[src/rtl/core/spr_pkg.sv]
`timescale 1ns / 1ps
`default_nettype none

package spr_pkg;

	localparam int HDR_BYTES  = 13;
	localparam int TAIL_BYTES = 4;
	localparam logic [31:0] CRC_POLY = 32'h82F6_3B78;
	localparam logic [31:0] CRC_INIT = 32'hFFFF_FFFF;

	localparam int TDATA_W   = 120;
	localparam int TUSER_W   = 3;
	localparam int TYPE_LSB  = 0;
	localparam int RETX_LSB  = 7;
	localparam int SRC_LSB   = 15;
	localparam int DST_LSB   = 23;
	localparam int CHAN_LSB  = 31;
	localparam int FRAG_LSB  = 39;
	localparam int PID_LSB   = 55;
	localparam int TS_LSB    = 71;
	localparam int BODY_LSB  = 103;
	localparam int STATUS_LSB = 0;
	localparam int HASCRC_BIT = 2;

	typedef enum logic [1:0] {
		ST_OK       = 2'd0,
		ST_BAD_TYPE = 2'd1,
		ST_BAD_CRC  = 2'd2,
		ST_SHORT    = 2'd3
	} status_t;

	// Packet record passed from front to back on the last byte.
	typedef struct packed {
		logic [12:0][7:0] hdr;
		logic             flag;
		logic [15:0]      pos;
		logic [31:0]      crc_calc;
		logic [31:0]      crc_rx;
	} rec_t;

	typedef struct packed {
		status_t            status;
		logic               has_crc;
		logic [6:0]         packet_type;
		logic [7:0]         retransmit_count;
		logic [7:0]         src_connection;
		logic [7:0]         dst_connection;
		logic [7:0]         channel;
		logic signed [15:0] fragment_id;
		logic [15:0]        packet_id;
		logic [31:0]        send_timestamp;
		logic [15:0]        body_length;
	} result_t;

endpackage

`default_nettype wire

[src/rtl/core/session_packet_rx_check.sv]
// Received datagram checker. Bytes enter on the slave stream one per cycle
// while s_tready is high (s_tdata[7:0], s_tlast on the final byte); the
// 13-byte header is unpacked, a CRC-32C over all bytes but a trailing
// four-byte CRC is checked when header bit 7 is set, and one result transfer
// leaves on the master stream per packet. Throughput is one byte per clock while
// s_tready is high, set by the byte-wide CRC update in the front stage. The
// last byte's record passes the result queue, then the output register (m_tvalid).
// A two-entry result queue sits between the byte front end and the output
// register, so s_tready only drops when the queue holds two finished results
// behind a stalled output register (three results waiting in all).
// type_limit is written over cfg_* (reset value 8); the user must write it only
// while no packet is in flight, which the block itself does not enforce.
`timescale 1ns / 1ps
`default_nettype none

module session_packet_rx_check (
	input  wire logic         clk,
	input  wire logic         arst_n,
	input  wire logic         s_tvalid,
	output logic              s_tready,
	input  wire logic [7:0]   s_tdata,   // data_byte
	input  wire logic         s_tlast,
	output logic              m_tvalid,
	input  wire logic         m_tready,
	// packet_type, retransmit_count, src_connection, dst_connection, channel,
	// fragment_id, packet_id, send_timestamp, body_length, zero pad
	output logic [119:0]      m_tdata,
	output logic [2:0]        m_tuser,   // status, has_crc
	input  wire logic         cfg_valid,
	output logic              cfg_ready,
	input  wire logic [7:0]   cfg_data
);

	logic             take;
	logic             push;
	spr_pkg::rec_t    push_rec;
	logic             q_full;
	logic             q_valid;
	logic             q_pop;
	spr_pkg::rec_t    q_rec;
	spr_pkg::result_t res;
	logic [7:0]       type_limit_q;

	assign s_tready  = !q_full;
	assign take      = s_tvalid && s_tready;
	assign cfg_ready = 1'b1;

	always_ff @(posedge clk or negedge arst_n) begin
		if (!arst_n) begin
			type_limit_q <= 8'd8;
		end else if (cfg_valid) begin
			type_limit_q <= cfg_data;
		end
	end

	spr_front u_front (
		.clk       (clk),
		.arst_n    (arst_n),
		.take      (take),
		.data_byte (s_tdata),
		.last_byte (s_tlast),
		.push      (push),
		.rec       (push_rec)
	);

	spr_queue u_queue (
		.clk      (clk),
		.arst_n   (arst_n),
		.push     (push),
		.push_rec (push_rec),
		.full     (q_full),
		.pop      (q_pop),
		.valid    (q_valid),
		.rd_rec   (q_rec)
	);

	spr_back u_back (
		.clk        (clk),
		.arst_n     (arst_n),
		.type_limit (type_limit_q),
		.q_valid    (q_valid),
		.q_rec      (q_rec),
		.q_pop      (q_pop),
		.out_valid  (m_tvalid),
		.out_ready  (m_tready),
		.out_res    (res)
	);

	assign m_tdata = {1'b0, res.body_length, res.send_timestamp, res.packet_id,
	                  res.fragment_id, res.channel, res.dst_connection,
	                  res.src_connection, res.retransmit_count, res.packet_type};
	assign m_tuser = {res.has_crc, res.status};

endmodule

`default_nettype wire

[src/rtl/core/spr_queue.sv]
`timescale 1ns / 1ps
`default_nettype none

module spr_queue (
	input  wire logic         clk,
	input  wire logic         arst_n,
	input  wire logic         push,
	input  wire spr_pkg::rec_t push_rec,
	output logic              full,
	input  wire logic         pop,
	output logic              valid,
	output spr_pkg::rec_t     rd_rec
);

	localparam int Depth = 2;
	localparam int PtrW  = $clog2(Depth);
	localparam int CntW  = $clog2(Depth + 1);

	spr_pkg::rec_t   mem_q [Depth];
	logic [PtrW-1:0] wr_ptr_q;
	logic [PtrW-1:0] rd_ptr_q;
	logic [CntW-1:0] count_q;

	assign full   = (count_q == CntW'(Depth));
	assign valid  = (count_q != '0);
	assign rd_rec = mem_q[rd_ptr_q];

	always_ff @(posedge clk) begin
		if (push) begin
			mem_q[wr_ptr_q] <= push_rec;
		end
	end

	always_ff @(posedge clk or negedge arst_n) begin
		if (!arst_n) begin
			wr_ptr_q <= '0;
			rd_ptr_q <= '0;
			count_q  <= '0;
		end else begin
			if (push) begin
				wr_ptr_q <= wr_ptr_q + 1'b1;
			end
			if (pop) begin
				rd_ptr_q <= rd_ptr_q + 1'b1;
			end
			if (push && !pop) begin
				count_q <= count_q + 1'b1;
			end else if (pop && !push) begin
				count_q <= count_q - 1'b1;
			end
		end
	end

endmodule

`default_nettype wire

[src/rtl/core/spr_front.sv]
`timescale 1ns / 1ps
`default_nettype none

module spr_front (
	input  wire logic        clk,
	input  wire logic        arst_n,
	input  wire logic        take,
	input  wire logic [7:0]  data_byte,
	input  wire logic        last_byte,
	output logic             push,
	output spr_pkg::rec_t    rec
);

	function automatic logic [31:0] crc32c_byte(input logic [31:0] crc, input logic [7:0] b);
		logic [31:0] c;
		c = crc ^ {24'h0, b};
		for (int i = 0; i < 8; i++) begin
			c = c[0] ? ((c >> 1) ^ spr_pkg::CRC_POLY) : (c >> 1);
		end
		return c;
	endfunction

	logic [15:0]      count_q;
	logic [12:0][7:0] hdr_q;
	logic [3:0][7:0]  tail_q;
	logic [31:0]      crc_q;
	logic             flag_q;

	logic [12:0][7:0] hdr_next;
	logic [3:0][7:0]  tail_next;
	logic [31:0]      crc_next;
	logic             flag_next;
	logic [15:0]      count_next;

	always_comb begin
		hdr_next = hdr_q;
		if (count_q < 16'(spr_pkg::HDR_BYTES)) begin
			hdr_next[count_q[3:0]] = data_byte;
		end
		flag_next  = (count_q == '0) ? data_byte[7] : flag_q;
		crc_next   = (count_q >= 16'(spr_pkg::TAIL_BYTES)) ? crc32c_byte(crc_q, tail_q[0]) : crc_q;
		tail_next  = {data_byte, tail_q[3:1]};
		count_next = (count_q == 16'hFFFF) ? count_q : count_q + 16'd1;
	end

	assign push          = take && last_byte;
	assign rec.hdr       = hdr_next;
	assign rec.flag      = flag_next;
	assign rec.pos       = count_q;
	assign rec.crc_calc  = crc_next;
	assign rec.crc_rx    = tail_next;

	always_ff @(posedge clk or negedge arst_n) begin
		if (!arst_n) begin
			count_q <= '0;
			hdr_q   <= '0;
			tail_q  <= '0;
			crc_q   <= spr_pkg::CRC_INIT;
			flag_q  <= 1'b0;
		end else if (take) begin
			if (last_byte) begin
				count_q <= '0;
				hdr_q   <= '0;
				tail_q  <= '0;
				crc_q   <= spr_pkg::CRC_INIT;
				flag_q  <= 1'b0;
			end else begin
				count_q <= count_next;
				hdr_q   <= hdr_next;
				tail_q  <= tail_next;
				crc_q   <= crc_next;
				flag_q  <= flag_next;
			end
		end
	end

endmodule

`default_nettype wire

[src/rtl/core/spr_back.sv]
`timescale 1ns / 1ps
`default_nettype none

module spr_back (
	input  wire logic          clk,
	input  wire logic          arst_n,
	input  wire logic [7:0]    type_limit,
	input  wire logic          q_valid,
	input  wire spr_pkg::rec_t q_rec,
	output logic               q_pop,
	output logic               out_valid,
	input  wire logic          out_ready,
	output spr_pkg::result_t   out_res
);

	logic             valid_q;
	spr_pkg::result_t res_q;
	spr_pkg::result_t res;
	logic [6:0]       ptype;
	logic [16:0]      total;
	logic [16:0]      overhead;
	logic [16:0]      body_raw;

	always_comb begin
		ptype    = q_rec.hdr[0][6:0];
		total    = {1'b0, q_rec.pos} + 17'd1;
		overhead = q_rec.flag ? 17'(spr_pkg::HDR_BYTES + spr_pkg::TAIL_BYTES)
		                      : 17'(spr_pkg::HDR_BYTES);
		body_raw = total - overhead;

		res.status           = spr_pkg::ST_OK;
		res.has_crc          = q_rec.flag;
		res.packet_type      = ptype;
		res.retransmit_count = q_rec.hdr[1];
		res.src_connection   = q_rec.hdr[2];
		res.dst_connection   = q_rec.hdr[3];
		res.channel          = q_rec.hdr[4];
		res.fragment_id      = {q_rec.hdr[6], q_rec.hdr[5]};
		res.packet_id        = {q_rec.hdr[8], q_rec.hdr[7]};
		res.send_timestamp   = {q_rec.hdr[12], q_rec.hdr[11], q_rec.hdr[10], q_rec.hdr[9]};
		res.body_length      = '0;

		if ({1'b0, ptype} >= type_limit) begin
			res.status           = spr_pkg::ST_BAD_TYPE;
			res.retransmit_count = '0;
			res.src_connection   = '0;
			res.dst_connection   = '0;
			res.channel          = '0;
			res.fragment_id      = '0;
			res.packet_id        = '0;
			res.send_timestamp   = '0;
		end else if (total < overhead) begin
			res.status = spr_pkg::ST_SHORT;
		end else begin
			res.body_length = (q_rec.pos == 16'hFFFF) ? 16'hFFFF : body_raw[15:0];
			if (q_rec.flag && ((q_rec.crc_calc ^ spr_pkg::CRC_INIT) != q_rec.crc_rx)) begin
				res.status = spr_pkg::ST_BAD_CRC;
			end
		end
	end

	assign q_pop     = q_valid && (!valid_q || out_ready);
	assign out_valid = valid_q;
	assign out_res   = res_q;

	always_ff @(posedge clk) begin
		if (q_pop) begin
			res_q <= res;
		end
	end

	always_ff @(posedge clk or negedge arst_n) begin
		if (!arst_n) begin
			valid_q <= 1'b0;
		end else if (q_pop) begin
			valid_q <= 1'b1;
		end else if (out_ready) begin
			valid_q <= 1'b0;
		end
	end

endmodule

`default_nettype wire

[config.mk]
export PLATFORM = sky130hd
export DESIGN_NAME = session_packet_rx_check
export DESIGN_NICKNAME = d
export VERILOG_FILES = /design/src/rtl/core/spr_pkg.sv /design/src/rtl/core/session_packet_rx_check.sv /design/src/rtl/core/spr_queue.sv /design/src/rtl/core/spr_front.sv /design/src/rtl/core/spr_back.sv
export SDC_FILE = /design/constraint.sdc
export NUM_CORES = 1
export LEC_CHECK = 0
export BUFFER_PORTS_ARGS = -buffer_cell sky130_fd_sc_hd__buf_2
export CAP_MARGIN = 10
export CORE_AREA = 2 2 353 355
export CTS_CLUSTER_DIAMETER = 120
export CTS_CLUSTER_SIZE = 30
export DETAILED_ROUTE_END_ITERATION = 12
export DIE_AREA = 0 0 355 357
export GPL_ROUTABILITY_DRIVEN = 0
export GPL_TIMING_DRIVEN = 0
export PLACE_DENSITY = 0.39
export SETUP_SLACK_MARGIN = 0.1
export SLEW_MARGIN = 20
export SYNTH_ARGS = -nofsm -noshare
export SYNTH_HDL_FRONTEND = slang
export SYNTH_SLANG_ARGS = --single-unit
export TNS_END_PERCENT = 10
[constraint.sdc]
create_clock -name clk -period 9.5 [get_ports clk]
set_clock_uncertainty 0.15 [all_clocks]
set_input_delay 1.9 -clock clk [delete_from_list [all_inputs] [get_ports clk]]
set_output_delay 1.9 -clock clk [all_outputs]
set_load 0.03 [all_outputs]
=== Word-level counts from Yosys, hierarchy flattened ===
Memories as Yosys holds them, arrays and structs flattened.
Index checks and enable logic that the tools add are counted.

* $add $sub $neg: 7
* Multipliers: 0
* Div/mod/pow operators: 0
* Magnitude comparators: 6
* Eq/ne operators: 5
* Shift-type cells: 0
* Mux-type cells: 30
* Bitwise gates (word level): 10
* Reduce and logical (&&, ||, !) cells: 18

{| class="wikitable"
|+ Operator list
! kind !! number
|-
| $mux W32 || 11
|-
| $mux W104 || 2
|-
| $not A16 Y17 || 8
|-
| $bwmux W104 || 1
|-
| $mux W16 || 3
|-
| $demux W8 S4 || 1
|-
| $eq A16 B16 Y1 const B || 2
|-
| $ne A32 B32 Y1 || 1
|-
| $not A32 Y32 || 1
|-
| $xor A32 B8 Y32 || 1
|-
| $add A16 B1 Y17 const B || 1
|-
| $lt A17 B5 Y1 || 1
|-
| $add A16 B1 Y16 const B || 1
|-
| $ge A16 B3 Y1 const B || 1
|-
| $logic_not A16 Y1 || 1
|-
| $lt A16 B4 Y1 const B || 1
|-
| $sub A16 B16 Y16 || 1
|-
| $ge A7 B8 Y1 || 1
|-
| $mux W2 || 4
|-
| $mux W8 || 1
|-
| $logic_and A1 B1 Y1 || 7
|-
| $mux W1 || 6
|-
| $reduce_bool A2 Y1 || 3
|-
| $lt A4 B5 Y1 const B || 1
|-
| other kinds (11) || 15
|}

* Bits in registers: 320
* Bits in latches: 0
* RAM bits: 370
* Bits in read-only memories: 0
* Bits of input ports: 22
* Memories: 1

{| class="wikitable"
|+ Memory list
! memory !! words !! width !! rd ports !! clocked after Yosys merged registers in !! wr ports !! line !! RTL
|-
| u_queue.mem_q || 2 || 185 || 1 || 0 || 1 || spr_queue.sv:19 || <nowiki>spr_pkg::rec_t mem_q [Depth];</nowiki>
|}

=== Logic depth before layout (Yosys ltp) ===
* Depth in word-level cells: 19
* Gate-level depth with buffers: 18
* Mapped depth without buffers: 14

=== Modules after synthesis ===
Synthesis repeated with hierarchy kept, for this count alone.

* Cell total of the unflattened synthesis: 2,155
* Area total of the unflattened synthesis: 31,468.9 um^2

{| class="wikitable"
|+ By module, submodules not included
! module !! times used !! cells each !! area each (um^2)
|-
| spr_queue || 1 || 592 || 14,119.8
|-
| spr_front || 1 || 1,087 || 11,061.9
|-
| spr_back || 1 || 453 || 5,921.9
|-
| session_packet_rx_check || 1 || 23 || 365.4
|}

=== Least setup slack after synthesis ===
Ideal clock, no wire load.

* Kind: input to register
* Start: in s_tlast
* End: mem u_queue.mem_q[0][0] (netlist name) (enable)
* Setup time: 731 ps
* Data arrival time: 9,920 ps
* Required time: 8,619 ps
* Setup slack: -1,302 ps
* Stages: 3
* Path through: clkbuf_1 nand2_1 nor2_1

* Longest elaborated chain between the ends: 3

{| class="wikitable"
|+ RTL lines
! element !! line !! RTL
|-
| start: declaration || session_packet_rx_check.sv:22 || <nowiki>input wire logic s_tlast,</nowiki>
|-
| $logic_and A1 B1 Y1 || spr_front.sv:46 || <nowiki>assign push = take && last_byte;</nowiki>
|-
| $mux W1 || spr_queue.sv:29 || <nowiki>if (push) begin</nowiki>
|-
| $mux W1 (not written as such) || spr_queue.sv:30 || <nowiki>mem_q[wr_ptr_q] <= push_rec;</nowiki>
|-
| end: declaration || spr_queue.sv:19 ||
|}

No other way between the ends.

==> reports/summary.md <==
The run finished with clean final reports. Gates resized during post-CTS repair numbered 0. The maximum number of buffers from clock root to sink is 3, and the peak supply drop is 0.000158 V. The timing-limited maximum frequency was 0.158 GHz; the clock transition at the register clock pins on the worst setup and hold paths after CTS was 0.12 ns.

The final critical path takes up 66.6% of the cycle. The critical path goes through buf_4, buf_4, clkbuf_1, clkbuf_1, mux2_2, ha_1, a21o_1, a21o_1, a21o_1, a21o_1, a211oi_1, nor3_2, clkbuf_1, buf_1, nor2_1. At the worst endpoint, the required time is 9.73 ns.

The share of the synthesized area in the top cell type was 52.2%; the net count of the finished layout was 2,114. Once layout is complete, the utilization of the core stands at 26.2%. The biggest area contributor in the post-synthesis netlist is sky130_fd_sc_hd__edfxtp_1. Number of fill cells: 12,700.

In this run the vertical extent of the chip is 357 µm. The total power per unit cell area was 318 mW/mm². The run gives 687 as the clock sink count.

The floorplan step set the die width to 355 µm. Cells with a size suffix above 1 make up 18.0% of the layout. Buffers placed on the I/O ports in this run total 144.

The global-route wire length before repair is 111,000 µm, and the number of buffers added to fix hold violations after cts is 0. Post-CTS timing repair inserted 0 buffers for setup. The critical path in this run is classified as reg2reg.

The detailed router finished its first iteration with 1,195 violations. Summing over every cut layer, the via total after detailed routing is 15,700. The smallest clock period supported by the final layout is computed as 6.32 ns.

For this run, the total global-route usage over all layers was measured as 11.7%. The run gives 16,100 as the number of global-route vias before repair. After floorplanning, the core was divided into 129 placement rows. The number of vias per cell after detailed routing is 4.20. On the critical path, the stage with the largest delay is an instance of sky130_fd_sc_hd__clkbuf_1. The tools report the max-capacitance violation count as 0. The area growth from synthesis to layout was 14.6%; the number of synthesized flops with an enable pin was 490. In the routed design, unresolved DRC markers number 0. Count of TritonRoute iterations in the first routing pass: 7. The run gives 6 as the number of antenna violations at the first check in global routing. In this run, CTS created clock tree buffers numbering 27. At the worst endpoint, the arrival time is 6.56 ns.

Counting every net in the synthesized netlist gives 1,923. By area the synthesized netlist is led by sky130_fd_sc_hd__edfxtp_1, sky130_fd_sc_hd__dfrtp_1, sky130_fd_sc_hd__mux2_2, sky130_fd_sc_hd__mux2i_1, sky130_fd_sc_hd__xnor2_1. For the total congestion overflow, the log shows 0. After legalization and detailed placement, the total HPWL measured 53,800 µm. The worst setup path is captured at a flop.

The leading register cell type out of synthesis was sky130_fd_sc_hd__edfxtp_1. Counting stages on the worst path, the most repeated cell is sky130_fd_sc_hd__a21o_1. The multi-input combinational cells in the finished layout cover a total of 0.00806 mm². The mean cell area of the mapped netlist works out to 14.9 µm². The run gives 0.0282 mm² as the mapped cell area. The tools report the final hold violation count as 0. The later pin in the worst-skew pair is clocked with a latency of 0.66 ns.

The portion of the post-synthesis area used by sequential elements was 69.9%. Summed over all cells, the static leakage comes to 0.0119 µW. For the area of the placeable core, the log shows 0.123 mm².

Setup repair after global routing left no endpoint under its margin. The final routed wire length divided by cell count was 20.3 µm; the number of warnings reported in the yosys synthesis log was 0. The max-slew headroom at the worst pin is 25.1%.

The run gives 148 as the I/O pin count. Die area: 0.127 mm². CTS placed an instance of sky130_fd_sc_hd__clkbuf_16 at the clock tree root. TritonCTS built the clock tree. Counting flops and latches in the post-synthesis netlist gives 687. The logs give 66 for the distinct cell type count of the synthesized netlist and 75,800 µm for the total wire length after detailed routing. In the synthesized netlist the async set-or-reset flop fraction comes to 28.7%.

The worst hold path belongs to the class reg2reg. For the final number of setup-violating endpoints, the log shows 0. For this run, the slowest stage of the critical path takes 0.85 ns. The level count of the clock H-tree was 1. The area taken by flip-flops and latches was 0.0197 mm².

Entering global routing, the biggest net connects 99 pins. The run gives 10,300 µW as the total power. Synthesis handed over a netlist of 1,885 instances. Of all nets on the critical path, the largest fanout is 11. The worst setup path is launched from a flop. The detail route stage leaves a number of antenna-violating nets equal to 0. The number of pins with negative max-slew slack in the final report is 0, and the transition at the pin with the smallest max-transition slack is 1.11 ns. The initial utilization of the core area, before any placement, comes to 22.9%.
==> cell usage after synthesis (24+ instances only) <==
cell and number:
sky130_fd_sc_hd__edfxtp_1 490, sky130_fd_sc_hd__dfrtp_1 164, sky130_fd_sc_hd__nor2_1 157, sky130_fd_sc_hd__nand2_1 127, sky130_fd_sc_hd__mux2_2 116, sky130_fd_sc_hd__xnor2_1 113, sky130_fd_sc_hd__mux2i_1 110, sky130_fd_sc_hd__a22o_1 104
sky130_fd_sc_hd__clkbuf_1 72, sky130_fd_sc_hd__o21ai_0 64, sky130_fd_sc_hd__xor2_1 63, sky130_fd_sc_hd__a21oi_1 38, sky130_fd_sc_hd__dfstp_2 33, sky130_fd_sc_hd__nand3_1 24
==> path summary, 6_finish.rpt <==
path                                                     start  depth (start not counted)                          endpoint  slack, ns
worst max-delay path              u_queue.rd_ptr_q$_DFFE_PN0P_                         15  u_back.out_res[39]$_SDFFCE_PP0P_       3.18
worst min-delay path            u_front.count_q[3]$_DFFE_PN0P_                          0    u_queue.mem_q[0][67]$_DFFE_PP_       0.34
worst max register to register    u_queue.rd_ptr_q$_DFFE_PN0P_                         15  u_back.out_res[39]$_SDFFCE_PP0P_       3.18
worst min register to register  u_front.count_q[3]$_DFFE_PN0P_                          0    u_queue.mem_q[0][67]$_DFFE_PP_       0.34
max in group asynchronous                               arst_n                          3       type_limit_q[3]$_DFFE_PN1P_       6.99
min in group asynchronous                               arst_n                          1     u_front.hdr_q[54]$_DFFE_PN0P_       0.97
==> final cells by class <==
cell class | instances | area share, %
antenna | 6 | 0.0465
timing repair buffer | 162 | 3.66
sequential | 687 | 61.0
inverter | 19 | 0.244
multi-input combinational | 1087 | 25.0
clock inverter | 3 | 0.206
buffer | 92 | 1.19
clock buffer | 47 | 2.33
tap | 1637 | 6.35
==> power by group <==
group          total (µW)  switching (µW)  internal, µW
Clock                1520             957           562
Sequential           4540             321          4220
Combinational        4220            2770          1450
Total               10300            4050          6220
==> cells in the final DEF (no fill, tap or decap), drive strengths merged, types with 16 or more instances in the layout <==
cell,netlist,layout
edfxtp,490,490
buf,20,182
dfrtp,164,164
nor2,158,158
nand2,127,127
clkbuf,72,119
xnor2,118,118
mux2,117,117
mux2i,110,110
a22o,104,104
o21ai,65,65
xor2,64,64
a21oi,39,39
dfstp,33,33
nand3,25,25
o22a,22,22
inv,18,19
nor3,18,18
ha,16,16
==> per-layer routing <==
layer	wire, µm	vias to the layer above	GRT usage (%)
met5	0	-	0
met4	1450	0	2.62
met3	3110	58	1.61
met2	35600	257	19.2
met1	35600	8097	16.4
li1	-	7306	-
==> flip-flops by register name, summed over array words and instances (netlist names) <==
name and cells:
type_limit_q 8, u_back.out_res 122, u_back.out_valid 1, u_front.count_q 16
u_front.crc_q 32, u_front.flag_q 1, u_front.hdr_q 103, u_front.rec 24
u_front.tail_q 8, u_queue.count_q 2, u_queue.mem_q 368, u_queue.rd_ptr_q 1
u_queue.wr_ptr_q 1
==> metrics by stage <==
stage	cell area, µm²	cells	setup TNS, ns	setup slack (ns)	hold WS, ns
final	32300	3740	0	3.18	0.343
after global routing	32300	3734	0	2.80	0.369
after CTS	32200	3734	0	2.86	0.353
after detailed placement	31400	3684	0	2.88	0.324
after global placement	30900	3666	-602.94	-1.98	0.306
after floorplan	28200	1885	0	1.81	0.290
==> cells by family after synthesis <==
logic type	count (synthesis)	synth area share (%)
other	2	0.0267
DFF	687	69.9
muxes	227	8.59
xor gates and xnor gates	183	6.02
buffers and inverters	111	1.60
and+or+nand+nor	401	6.51
AOI/OAI and AO/OA	258	6.64
adders and majority gates	16	0.711
==> critical path, delay by kind of cell, from the launching register on <==
family,cells,cell delay [ns]
buffers and inverters,6,3.38
and+or+nand+nor,2,0.76
AOI/OAI and AO/OA,5,0.57
DFF,1,0.44
muxes,1,0.44
adders and majority gates,1,0.29
Note: power is estimated with default switching activity, not from simulation.
